<file path="src/rtl/ssrt_pkg.sv">
`timescale 1ns / 1ps

package ssrt_pkg;

  // Shared serial arithmetic unit widths.
  localparam int OP_W   = 24;
  localparam int PROD_W = 2 * OP_W;
  localparam int CNT_W  = $clog2(OP_W);

  // Field widths.
  localparam int CFG_IDX_W  = 3;
  localparam int CFG_DATA_W = 24;
  localparam int DRIVE_W    = 16;
  localparam int POWER_W    = 15;
  localparam int SPEED_W    = 25;
  localparam int LIMIT_W    = 16;
  localparam int THRUST_W   = 24;
  localparam int EFF_MAG_W  = 15;

  // Fixed-point scaling.
  localparam int FRAC_W     = 14;  // Q2.14 product back to Q2.14
  localparam int TGT_SHIFT  = 6;   // eff * rpm / 64 gives 1/256 rpm
  localparam int STEP_SHIFT = 16;  // rate * tick >> 16 gives 1/256 rpm
  localparam int RPM_FRAC_W = 8;   // 1/256 rpm units

  localparam logic signed [DRIVE_W-1:0] DRIVE_MIN = -16'sd16384;
  localparam logic signed [DRIVE_W-1:0] DRIVE_MAX = 16'sd16384;
  localparam logic [POWER_W-1:0]        POWER_MAX = 15'd16384;

  // Register reset values.
  localparam logic [LIMIT_W-1:0]  RST_FWD_SPEED  = 16'd1000;
  localparam logic [LIMIT_W-1:0]  RST_REV_SPEED  = 16'd1000;
  localparam logic [THRUST_W-1:0] RST_FWD_THRUST = 24'd10000;
  localparam logic [THRUST_W-1:0] RST_REV_THRUST = 24'd10000;
  localparam logic [LIMIT_W-1:0]  RST_SPIN_UP    = 16'd100;
  localparam logic [LIMIT_W-1:0]  RST_SPIN_DOWN  = 16'd100;
  localparam logic [THRUST_W-1:0] RST_TICK       = 24'd279620;

  typedef enum logic [CFG_IDX_W-1:0] {
    REG_FWD_SPEED  = 3'd0,
    REG_REV_SPEED  = 3'd1,
    REG_FWD_THRUST = 3'd2,
    REG_REV_THRUST = 3'd3,
    REG_SPIN_UP    = 3'd4,
    REG_SPIN_DOWN  = 3'd5,
    REG_TICK       = 3'd6
  } cfg_reg_t;

  typedef enum logic [1:0] {
    STAT_OK        = 2'd0,
    STAT_BAD_CFG   = 2'd1,
    STAT_BAD_CMD   = 2'd2,
    STAT_BAD_SPEED = 2'd3
  } status_t;

  typedef enum logic [3:0] {
    S_IDLE,
    S_EFF,
    S_TGT,
    S_STEP,
    S_NEXT,
    S_TH_X,
    S_TH_Q1,
    S_TH_QA,
    S_TH_RA,
    S_TH_RD,
    S_TH_SUM,
    S_DONE
  } state_t;

endpackage

</file>
<file path="src/rtl/shaft_speed_ramp_thrust_core.sv">
`timescale 1ns / 1ps

// A command word with a nonzero new speed runs the full path of nine arithmetic operations;
// a zero new speed skips the thrust operations, and a failed check goes straight to the result.
// Words are taken one at a time: cmd_stall stays high until the result is handed off, as the
// single serial multiplier and serial divider are shared by all operations.
// Reset: synchronous, active high; registers return to their defaults and shaft speed to zero.
module shaft_speed_ramp_thrust_core import ssrt_pkg::*; (
  input  logic                       clk,
  input  logic                       rst,
  // Configuration write port.
  input  logic                       cfg_we,
  input  logic [CFG_IDX_W-1:0]       cfg_index,
  input  logic [CFG_DATA_W-1:0]      cfg_data,
  // Command channel.
  input  logic                       cmd_valid,
  output logic                       cmd_stall,
  input  logic signed [DRIVE_W-1:0]  requested_drive,
  input  logic [POWER_W-1:0]         available_power,
  // Result channel.
  output logic                       res_valid,
  input  logic                       res_stall,
  output logic signed [SPEED_W-1:0]  next_speed,
  output logic signed [DRIVE_W-1:0]  effective_drive,
  output logic signed [SPEED_W-1:0]  target_speed,
  output logic signed [SPEED_W-1:0]  thrust,
  output logic [1:0]                 status
);

  // ---------------------------------------------------------------------------
  // Configuration registers.
  // ---------------------------------------------------------------------------
  logic [LIMIT_W-1:0]  max_forward_speed;
  logic [LIMIT_W-1:0]  max_reverse_speed;
  logic [THRUST_W-1:0] max_forward_thrust;
  logic [THRUST_W-1:0] max_reverse_thrust;
  logic [LIMIT_W-1:0]  spin_up_rate;
  logic [LIMIT_W-1:0]  spin_down_rate;
  logic [THRUST_W-1:0] tick_length;

  always_ff @(posedge clk) begin
    if (rst) begin
      max_forward_speed  <= RST_FWD_SPEED;
      max_reverse_speed  <= RST_REV_SPEED;
      max_forward_thrust <= RST_FWD_THRUST;
      max_reverse_thrust <= RST_REV_THRUST;
      spin_up_rate       <= RST_SPIN_UP;
      spin_down_rate     <= RST_SPIN_DOWN;
      tick_length        <= RST_TICK;
    end else if (cfg_we) begin
      unique case (cfg_reg_t'(cfg_index))
        REG_FWD_SPEED:  max_forward_speed  <= cfg_data[LIMIT_W-1:0];
        REG_REV_SPEED:  max_reverse_speed  <= cfg_data[LIMIT_W-1:0];
        REG_FWD_THRUST: max_forward_thrust <= cfg_data[THRUST_W-1:0];
        REG_REV_THRUST: max_reverse_thrust <= cfg_data[THRUST_W-1:0];
        REG_SPIN_UP:    spin_up_rate       <= cfg_data[LIMIT_W-1:0];
        REG_SPIN_DOWN:  spin_down_rate     <= cfg_data[LIMIT_W-1:0];
        REG_TICK:       tick_length        <= cfg_data[THRUST_W-1:0];
        default: ;
      endcase
    end
  end

  // ---------------------------------------------------------------------------
  // Sequencer and working registers.
  // ---------------------------------------------------------------------------
  state_t state;
  state_t state_next;
  logic   launched;

  logic signed [SPEED_W-1:0] shaft_speed;

  logic [DRIVE_W-1:0]   drive_q;
  logic [POWER_W-1:0]   power_q;
  status_t              status_q;
  logic [EFF_MAG_W-1:0] eff_mag;
  logic [OP_W-1:0]      tgt_mag;
  logic [OP_W-1:0]      step_q;
  logic signed [SPEED_W-1:0] speed_q;
  logic [OP_W-1:0]      thr_mag;
  logic [PROD_W-1:0]    qa;

  // Shared arithmetic units.
  logic              mul_start;
  logic              mul_done;
  logic [OP_W-1:0]   mul_a;
  logic [OP_W-1:0]   mul_b;
  logic [PROD_W-1:0] mul_product;
  logic              div_start;
  logic              div_done;
  logic [PROD_W-1:0] div_dividend;
  logic [OP_W-1:0]   div_divisor;
  logic [OP_W-1:0]   div_quotient;
  logic [OP_W-1:0]   div_remainder;
  logic              out_load;

  ssrt_mul u_mul (
    .clk     (clk),
    .rst     (rst),
    .start   (mul_start),
    .op_a    (mul_a),
    .op_b    (mul_b),
    .done    (mul_done),
    .product (mul_product)
  );

  ssrt_div u_div (
    .clk       (clk),
    .rst       (rst),
    .start     (div_start),
    .dividend  (div_dividend),
    .divisor   (div_divisor),
    .done      (div_done),
    .quotient  (div_quotient),
    .remainder (div_remainder)
  );

  // ---------------------------------------------------------------------------
  // Acceptance checks. Configuration and command problems take priority over a
  // shaft speed outside its limits, and a zero tick length is checked last.
  // ---------------------------------------------------------------------------
  logic                      cfg_zero;
  logic                      cmd_bad;
  logic                      spd_bad;
  logic signed [SPEED_W:0]   cur_ext;
  logic signed [SPEED_W:0]   fwd_lim;
  logic signed [SPEED_W:0]   rev_lim;
  status_t                   status_c;

  assign cur_ext = {shaft_speed[SPEED_W-1], shaft_speed};
  assign fwd_lim = $signed({2'b00, max_forward_speed, {RPM_FRAC_W{1'b0}}});
  assign rev_lim = -$signed({2'b00, max_reverse_speed, {RPM_FRAC_W{1'b0}}});

  assign cfg_zero = (max_forward_speed == '0) || (max_reverse_speed == '0) ||
                    (max_forward_thrust == '0) || (max_reverse_thrust == '0) ||
                    (spin_up_rate == '0) || (spin_down_rate == '0);
  assign cmd_bad  = (requested_drive < DRIVE_MIN) || (requested_drive > DRIVE_MAX) ||
                    (available_power > POWER_MAX);
  assign spd_bad  = (cur_ext > fwd_lim) || (cur_ext < rev_lim);

  always_comb begin
    if (cfg_zero) begin
      status_c = STAT_BAD_CFG;
    end else if (cmd_bad) begin
      status_c = STAT_BAD_CMD;
    end else if (spd_bad) begin
      status_c = STAT_BAD_SPEED;
    end else if (tick_length == '0) begin
      status_c = STAT_BAD_CFG;
    end else begin
      status_c = STAT_OK;
    end
  end

  // ---------------------------------------------------------------------------
  // Slew logic. The drive sign carries the target's sign; the target magnitude
  // was already truncated toward zero by working on magnitudes.
  // ---------------------------------------------------------------------------
  logic                       eff_neg;
  logic [DRIVE_W-1:0]         drive_abs;
  logic [SPEED_W-1:0]         tgt_ext;
  logic signed [SPEED_W-1:0]  tgt_s;
  logic [SPEED_W-1:0]         cur_abs;
  logic                       cur_pos;
  logic                       tgt_pos;
  logic                       tgt_neg;
  logic                       reversing;
  logic                       growing;
  logic signed [SPEED_W-1:0]  goal;
  logic signed [SPEED_W:0]    goal_ext;
  logic signed [SPEED_W:0]    diff;
  logic [SPEED_W:0]           diff_abs;
  logic [SPEED_W:0]           step_ext;
  logic                       near;
  logic signed [SPEED_W:0]    next_ext;
  logic signed [SPEED_W-1:0]  next_c;

  assign eff_neg   = drive_q[DRIVE_W-1];
  assign drive_abs = eff_neg ? (~drive_q + 1'b1) : drive_q;
  assign tgt_ext   = {1'b0, tgt_mag};
  assign tgt_s     = eff_neg ? $signed(~tgt_ext + 1'b1) : $signed(tgt_ext);

  assign cur_abs   = shaft_speed[SPEED_W-1] ? (~shaft_speed + 1'b1) : shaft_speed;
  assign cur_pos   = !shaft_speed[SPEED_W-1] && (shaft_speed != '0);
  assign tgt_pos   = !eff_neg && (tgt_mag != '0);
  assign tgt_neg   = eff_neg && (tgt_mag != '0);

  // Across a sign reversal the shaft first has to come down to standstill.
  assign reversing = (cur_pos && tgt_neg) || (shaft_speed[SPEED_W-1] && tgt_pos);
  assign growing   = !reversing && (tgt_ext > cur_abs);
  assign goal      = reversing ? '0 : tgt_s;

  assign goal_ext  = {goal[SPEED_W-1], goal};
  assign diff      = goal_ext - cur_ext;
  assign diff_abs  = diff[SPEED_W] ? (~diff + 1'b1) : diff;
  assign step_ext  = {2'b00, step_q};
  assign near      = diff_abs <= step_ext;
  assign next_ext  = near ? goal_ext :
                     (diff[SPEED_W] ? (cur_ext - $signed(step_ext))
                                    : (cur_ext + $signed(step_ext)));
  assign next_c    = next_ext[SPEED_W-1:0];

  // ---------------------------------------------------------------------------
  // Thrust operands. The thrust is floor(t * a * a / (l * l)) with a the speed
  // magnitude and l the speed limit in 1/256 rpm; it is computed as
  // ((x / l) * a + ((x % l) * a) / l) / l with x = t * a, which keeps every
  // dividend below l * 2^24.
  // ---------------------------------------------------------------------------
  logic                thr_neg;
  logic [SPEED_W-1:0]  speed_abs;
  logic [OP_W-1:0]     thr_a;
  logic [OP_W-1:0]     thr_t;
  logic [OP_W-1:0]     thr_l;

  assign thr_neg   = speed_q[SPEED_W-1];
  assign speed_abs = thr_neg ? (~speed_q + 1'b1) : speed_q;
  assign thr_a     = speed_abs[OP_W-1:0];
  assign thr_t     = thr_neg ? max_reverse_thrust : max_forward_thrust;
  assign thr_l     = {(thr_neg ? max_reverse_speed : max_forward_speed), {RPM_FRAC_W{1'b0}}};

  // ---------------------------------------------------------------------------
  // Next state.
  // ---------------------------------------------------------------------------
  always_comb begin
    state_next = state;
    unique case (state)
      S_IDLE: begin
        if (cmd_valid) begin
          state_next = (status_c == STAT_OK) ? S_EFF : S_DONE;
        end
      end
      S_EFF:    if (mul_done) state_next = S_TGT;
      S_TGT:    if (mul_done) state_next = S_STEP;
      S_STEP:   if (mul_done) state_next = S_NEXT;
      S_NEXT:   state_next = (next_c == '0) ? S_DONE : S_TH_X;
      S_TH_X:   if (mul_done) state_next = S_TH_Q1;
      S_TH_Q1:  if (div_done) state_next = S_TH_QA;
      S_TH_QA:  if (mul_done) state_next = S_TH_RA;
      S_TH_RA:  if (mul_done) state_next = S_TH_RD;
      S_TH_RD:  if (div_done) state_next = S_TH_SUM;
      S_TH_SUM: if (div_done) state_next = S_DONE;
      S_DONE: begin
        if (!res_valid || !res_stall) begin
          state_next = S_IDLE;
        end
      end
      default:  state_next = S_IDLE;
    endcase
  end

  // ---------------------------------------------------------------------------
  // Sequencer outputs: operand selection and unit launches. Each arithmetic
  // state launches its unit once, in its first cycle.
  // ---------------------------------------------------------------------------
  always_comb begin
    mul_start    = 1'b0;
    div_start    = 1'b0;
    mul_a        = '0;
    mul_b        = '0;
    div_dividend = '0;
    div_divisor  = thr_l;
    cmd_stall    = 1'b1;
    out_load     = 1'b0;
    unique case (state)
      S_IDLE: cmd_stall = 1'b0;
      S_EFF: begin
        mul_a     = OP_W'(drive_abs);
        mul_b     = OP_W'(power_q);
        mul_start = !launched;
      end
      S_TGT: begin
        mul_a     = OP_W'(eff_mag);
        mul_b     = OP_W'(eff_neg ? max_reverse_speed : max_forward_speed);
        mul_start = !launched;
      end
      S_STEP: begin
        mul_a     = OP_W'(growing ? spin_up_rate : spin_down_rate);
        mul_b     = tick_length;
        mul_start = !launched;
      end
      S_TH_X: begin
        mul_a     = thr_t;
        mul_b     = thr_a;
        mul_start = !launched;
      end
      S_TH_Q1: begin
        div_dividend = mul_product;
        div_start    = !launched;
      end
      S_TH_QA: begin
        mul_a     = div_quotient;
        mul_b     = thr_a;
        mul_start = !launched;
      end
      S_TH_RA: begin
        mul_a     = div_remainder;
        mul_b     = thr_a;
        mul_start = !launched;
      end
      S_TH_RD: begin
        div_dividend = mul_product;
        div_start    = !launched;
      end
      S_TH_SUM: begin
        div_dividend = qa + PROD_W'(div_quotient);
        div_start    = !launched;
      end
      S_DONE: out_load = !res_valid || !res_stall;
      default: ;
    endcase
  end

  // ---------------------------------------------------------------------------
  // Control registers.
  // ---------------------------------------------------------------------------
  always_ff @(posedge clk) begin
    if (rst) begin
      state       <= S_IDLE;
      launched    <= 1'b0;
      shaft_speed <= '0;
      res_valid   <= 1'b0;
    end else begin
      state <= state_next;
      if (mul_done || div_done) begin
        launched <= 1'b0;
      end else if (mul_start || div_start) begin
        launched <= 1'b1;
      end
      // The state only moves on a word that passed every check.
      if (state == S_NEXT) begin
        shaft_speed <= next_c;
      end
      if (out_load) begin
        res_valid <= 1'b1;
      end else if (!res_stall) begin
        res_valid <= 1'b0;
      end
    end
  end

  // ---------------------------------------------------------------------------
  // Working data. Results are cleared on acceptance so that a word that fails
  // its checks reports zeros without a separate path.
  // ---------------------------------------------------------------------------
  always_ff @(posedge clk) begin
    if (state == S_IDLE && cmd_valid) begin
      drive_q  <= requested_drive;
      power_q  <= available_power;
      status_q <= status_c;
      eff_mag  <= '0;
      tgt_mag  <= '0;
      speed_q  <= '0;
      thr_mag  <= '0;
    end
    if (state == S_EFF && mul_done) begin
      eff_mag <= mul_product[FRAC_W +: EFF_MAG_W];
    end
    if (state == S_TGT && mul_done) begin
      tgt_mag <= mul_product[TGT_SHIFT +: OP_W];
    end
    if (state == S_STEP && mul_done) begin
      step_q <= mul_product[STEP_SHIFT +: OP_W];
    end
    if (state == S_NEXT) begin
      speed_q <= next_c;
    end
    if (state == S_TH_QA && mul_done) begin
      qa <= mul_product;
    end
    if (state == S_TH_SUM && div_done) begin
      thr_mag <= div_quotient;
    end
  end

  // ---------------------------------------------------------------------------
  // Result word register; it holds while the downstream side stalls.
  // ---------------------------------------------------------------------------
  logic [DRIVE_W-1:0] eff_ext;
  logic [SPEED_W-1:0] thr_ext;

  assign eff_ext = {1'b0, eff_mag};
  assign thr_ext = {1'b0, thr_mag};

  always_ff @(posedge clk) begin
    if (out_load) begin
      next_speed      <= speed_q;
      effective_drive <= eff_neg ? $signed(~eff_ext + 1'b1) : $signed(eff_ext);
      target_speed    <= tgt_s;
      thrust          <= thr_neg ? $signed(~thr_ext + 1'b1) : $signed(thr_ext);
      status          <= status_q;
    end
  end

endmodule

</file>
<file path="src/rtl/ssrt_mul.sv">
`timescale 1ns / 1ps

// Radix-2 shift-add multiplier: the multiplier operand shifts out one bit per
// cycle and the partial product shifts in from the top, so only an
// OP_W-bit adder is needed.
module ssrt_mul import ssrt_pkg::*; (
  input  logic              clk,
  input  logic              rst,
  input  logic              start,
  input  logic [OP_W-1:0]   op_a,
  input  logic [OP_W-1:0]   op_b,
  output logic              done,
  output logic [PROD_W-1:0] product
);

  logic [OP_W-1:0]  mcand;
  logic [OP_W-1:0]  hi;
  logic [OP_W-1:0]  lo;
  logic [CNT_W-1:0] cnt;
  logic             busy;
  logic [OP_W:0]    sum;

  assign sum     = {1'b0, hi} + (lo[0] ? {1'b0, mcand} : '0);
  assign product = {hi, lo};

  always_ff @(posedge clk) begin
    if (rst) begin
      busy <= 1'b0;
      done <= 1'b0;
      cnt  <= '0;
    end else begin
      done <= 1'b0;
      if (start) begin
        busy <= 1'b1;
        cnt  <= CNT_W'(OP_W - 1);
      end else if (busy) begin
        if (cnt == '0) begin
          busy <= 1'b0;
          done <= 1'b1;
        end else begin
          cnt <= cnt - 1'b1;
        end
      end
    end
  end

  always_ff @(posedge clk) begin
    if (start) begin
      mcand <= op_a;
      hi    <= '0;
      lo    <= op_b;
    end else if (busy) begin
      hi <= sum[OP_W:1];
      lo <= {sum[0], lo[OP_W-1:1]};
    end
  end

endmodule

</file>
<file path="src/rtl/ssrt_div.sv">
`timescale 1ns / 1ps

// Restoring divider, one quotient bit per cycle. The dividend must be below
// divisor * 2^OP_W so that the quotient fits in OP_W bits.
module ssrt_div import ssrt_pkg::*; (
  input  logic              clk,
  input  logic              rst,
  input  logic              start,
  input  logic [PROD_W-1:0] dividend,
  input  logic [OP_W-1:0]   divisor,
  output logic              done,
  output logic [OP_W-1:0]   quotient,
  output logic [OP_W-1:0]   remainder
);

  logic [OP_W-1:0]  rem;
  logic [OP_W-1:0]  quo;
  logic [OP_W-1:0]  dsr;
  logic [CNT_W-1:0] cnt;
  logic             busy;
  logic [OP_W:0]    trial;
  logic [OP_W:0]    diff;
  logic             fits;

  assign trial     = {rem, quo[OP_W-1]};
  assign diff      = trial - {1'b0, dsr};
  assign fits      = !diff[OP_W];
  assign quotient  = quo;
  assign remainder = rem;

  always_ff @(posedge clk) begin
    if (rst) begin
      busy <= 1'b0;
      done <= 1'b0;
      cnt  <= '0;
    end else begin
      done <= 1'b0;
      if (start) begin
        busy <= 1'b1;
        cnt  <= CNT_W'(OP_W - 1);
      end else if (busy) begin
        if (cnt == '0) begin
          busy <= 1'b0;
          done <= 1'b1;
        end else begin
          cnt <= cnt - 1'b1;
        end
      end
    end
  end

  always_ff @(posedge clk) begin
    if (start) begin
      rem <= dividend[PROD_W-1:OP_W];
      quo <= dividend[OP_W-1:0];
      dsr <= divisor;
    end else if (busy) begin
      rem <= fits ? diff[OP_W-1:0] : trial[OP_W-1:0];
      quo <= {quo[OP_W-2:0], fits};
    end
  end

endmodule
</file>
<file path="config.mk">
export PLATFORM = sky130hd
export DESIGN_NAME = shaft_speed_ramp_thrust_core
export DESIGN_NICKNAME = d
export VERILOG_FILES = /design/src/rtl/ssrt_pkg.sv /design/src/rtl/shaft_speed_ramp_thrust_core.sv /design/src/rtl/ssrt_mul.sv /design/src/rtl/ssrt_div.sv
export SDC_FILE = /design/constraint.sdc
export NUM_CORES = 2
export LEC_CHECK = 0
export BUFFER_PORTS_ARGS = -buffer_cell sky130_fd_sc_hd__buf_2
export CAP_MARGIN = 20
export CELL_PAD_IN_SITES_DETAIL_PLACEMENT = 0
export CELL_PAD_IN_SITES_GLOBAL_PLACEMENT = 1
export CORE_MARGIN = 5
export CORE_UTILIZATION = 53
export CTS_CLUSTER_SIZE = 16
export DETAILED_ROUTE_END_ITERATION = 16
export PLACE_DENSITY = 0.84
export SLEW_MARGIN = 0
export SYNTH_ARGS = -nofsm -noshare
export SYNTH_HDL_FRONTEND = slang
export SYNTH_SLANG_ARGS = --single-unit
</file>
<file path="constraint.sdc">
create_clock -name clk -period 16.82 [get_ports clk]
set_clock_uncertainty 0.2 [all_clocks]
set_input_delay 1.682 -clock clk [delete_from_list [all_inputs] [get_ports clk]]
set_output_delay 1.682 -clock clk [all_outputs]
set_load 0.02 [all_outputs]
</file>
==> flow_metrics.env <==
export IMPL_status="finished, final reports clean"
export IMPL_wl_met3_microns=11900
export IMPL_grt_pass1_vias=28600
export IMPL_synthTopCellsByArea="edfxtp_1, dfxtp_1, ha_1, nand2_1, xnor2_1"
export IMPL_placedCellCount=4762
export IMPL_synth_net_count=4141
export IMPL_drive_above_1_share=0.0954
export IMPL_crit_fanout=26
export IMPL_fin_crit_ns=10.67
export IMPL_top_layer="met5"
export IMPL_cp_arrival_ns=10.97
export IMPL_ir_worst_vdd_mv=0.175
export IMPL_ys_ff_latch=603
export IMPL_combPwrFrac=0.534
export IMPL_path_class="reg -> reg"
export IMPL_cts_buffers_inserted=68
export IMPL_fin_area_sq_um=40200
export IMPL_nets=4228
export IMPL_holdBufCountCts=0
export IMPL_clock_sinks=603
export IMPL_async_reset_ff_frac=0
export IMPL_start_util=0.532
export IMPL_grt_pass1_wl_microns=184000
export IMPL_drt_iter0_markers=3760
export IMPL_dpl_cell_area_sq_um=37800
export IMPL_cts_resized=0
export IMPL_switching_power_mw=3.73
export IMPL_drt_pass1_iterations=10
export IMPL_core_area_sq_um=68300
export IMPL_syn_avg_cell_area_sq_um=9.41
export IMPL_p_leak_nw=15.5
export IMPL_fp_dieW_microns=272
export IMPL_grt_start_max_net_pins=103
export IMPL_grtUsageTotal=0.328
export IMPL_vias=31000
export IMPL_grt_overflow=0
export IMPL_pwr_share_clk=0.187
export IMPL_rows=96
export IMPL_wl_met2_microns=56000
export IMPL_seqPwrFrac=0.279
export IMPL_drcViolationCount=0
export IMPL_place_hpwl_microns=94900
export IMPL_instances_no_fill=4890
export IMPL_total_power_mw=8.17
export IMPL_sw_frac_of_total=0.456
export IMPL_synth_top_cells_by_count="nand2_1, edfxtp_1, nor2_1"
export IMPL_synth_warnings=0
export IMPL_slowest_delay_ns=0.65
export IMPL_syn2layout_area_growth_pct=10.5
export IMPL_synth_seq_area_share=0.442
export IMPL_end_kind="register"
export IMPL_io_pins=158
export IMPL_wl_met1_microns=50300
export IMPL_synthDistinctLibCells=102
export IMPL_rsz0062_at_grt="no"
export IMPL_setup_slack_ns=6.15
export IMPL_worst_pin_slew_ns=1.15
export IMPL_tns_ns=0
export IMPL_synth_edf_count=398
export IMPL_insertion_delay_ns=0.62
export IMPL_cpMaxStageDelayCell="or4_2"
export IMPL_port_buffers=157
export IMPL_viasPerCell=6.35
export IMPL_crit_top_cell="ha_1"
export IMPL_syn_inst=3865
export IMPL_dieArea_sq_um=73900
export IMPL_setup_viol=0
export IMPL_ys_flop_type="edfxtp_1"
export IMPL_cp_start_kind="register"
export IMPL_max_clock_path_buffers=3
export IMPL_place_congestion=0.980
export IMPL_max_cap_violations=0
export IMPL_cts_tree="yes"
export IMPL_num_fill_cells=6010
export IMPL_drv_slew=0
export IMPL_preCtsSetupSlack_ns=6.38
export IMPL_relSlewSlack=0.234
export IMPL_post_cts_buffers=0
export IMPL_finalHoldViolCount=0
export IMPL_antenna_found_initial=4
export IMPL_drt_wl_total_microns=126000
export IMPL_clockRootBuffer="clkbuf_16"
export IMPL_htree_levels=3
export IMPL_final_period_utilization=0.635
export IMPL_clk_pin_slew_ns=0.06
export IMPL_cp_required_ns=17.11
export IMPL_die_h_microns=272
export IMPL_antenna_left=0
export IMPL_p_int_mw=4.45
export IMPL_wl_per_cell_microns=25.7
export IMPL_synth_largest_area_cell="edfxtp_1"
export IMPL_hold_path_class="reg -> reg"
export IMPL_synth_top_area_frac=0.329
export IMPL_cellPowerDensity_nw_per_um2=203
export IMPL_syn_area_sq_um=36400
export IMPL_clock_fmax_mhz=93.7
export IMPL_yosysMostFrequentCell="nand2_1"
cells by family (layout without fill, tap and decap cells):
family | after synthesis | in the layout | share of synthesized area
AND/OR/NAND/NOR | 1402 | 1402 | 0.185
AO/OA/AOI/OAI | 913 | 913 | 0.166
flip-flops | 603 | 603 | 0.442
buffers and inverters | 367 | 508 | 0.0407
XOR/XNOR | 283 | 283 | 0.0686
adder cells (fa/ha/maj) | 213 | 213 | 0.0743
multiplexers | 84 | 84 | 0.0234
other | 0 | 2 | 0
layout by cell type (no fill, tap or decap), types with 50 or more instances in the layout:
master	count
mux2i_1	77
nor2_1	300
xnor2_1	193
clkbuf_16	69
nand4_1	50
and3_1	84
o21ai_0	198
ha_1	208
nor2b_1	51
nand2_1	514
a21oi_1	257
xor2_1	88
nor4_1	60
edfxtp_1	398
buf_2	156
a221oi_1	76
dfxtp_1	205
nor3_1	50
inv_1	182
nand3_1	80
per-stage QoR:
step	util	hold slack, ns
CTS	0.587	0.258
global placement	0.554	0.240
detailed placement	0.554	0.247
floorplan	-	0.200
global route	0.588	0.272
finish	0.588	0.262
power groups by stage:
stage                     Combinational (mW)  Clock, mW  Sequential [mW]
final                                   4.37       1.53             2.28
after global routing                    4.74       1.61             2.29
after CTS                               4.29       1.54             2.26
after detailed placement                4.25          0             2.29
after global placement                  4.24          0             2.29
after floorplan                         3.20          0             2.12
flip-flops by register name, summed over array words and instances, names as in the netlist, 25 cells and up:
signal        flops
next_speed       25
shaft_speed      25
speed_q          25
target_speed     25
thrust           25
qa               48
final timing paths:
check | from | to | slack, ns | depth (start not counted)
min | status_q[1] | status[1] | 0.26 | 0
min reg2reg | status_q[1] | status[1] | 0.26 | 0
max | shaft_speed[1] | state[3] | 6.15 | 34
max reg2reg | shaft_speed[1] | state[3] | 6.15 | 34
critical path, delay by kind of cell, from the launching register on:
kind            cells  cell delay [ns]
flops               1             0.41
buf+inv             3             0.73
compound gates     13             3.85
simple gates       14             4.27
fa+ha+maj           3             0.70
mux                 1             0.35
cell type report:
type	count	area [sq um]	area share
Antenna cell	2	5.00	0.000125
Clock buffer	86	1850	0.0461
Clock inverter	38	423	0.0105
Inverter	183	687	0.0171
Multi-Input combinational cell	2895	18900	0.470
Sequential cell	603	16100	0.400
Tap cell	882	1100	0.0275
Timing Repair Buffer	201	1150	0.0285
metal layers:
layer / vias up / GRT usage
met5: - / 0
met4: 6 / 0.171
met3: 346 / 0.0764
met2: 1487 / 0.506
met1: 14800 / 0.433
li1: 14300 / -
Power figures use the tool's default switching activity.
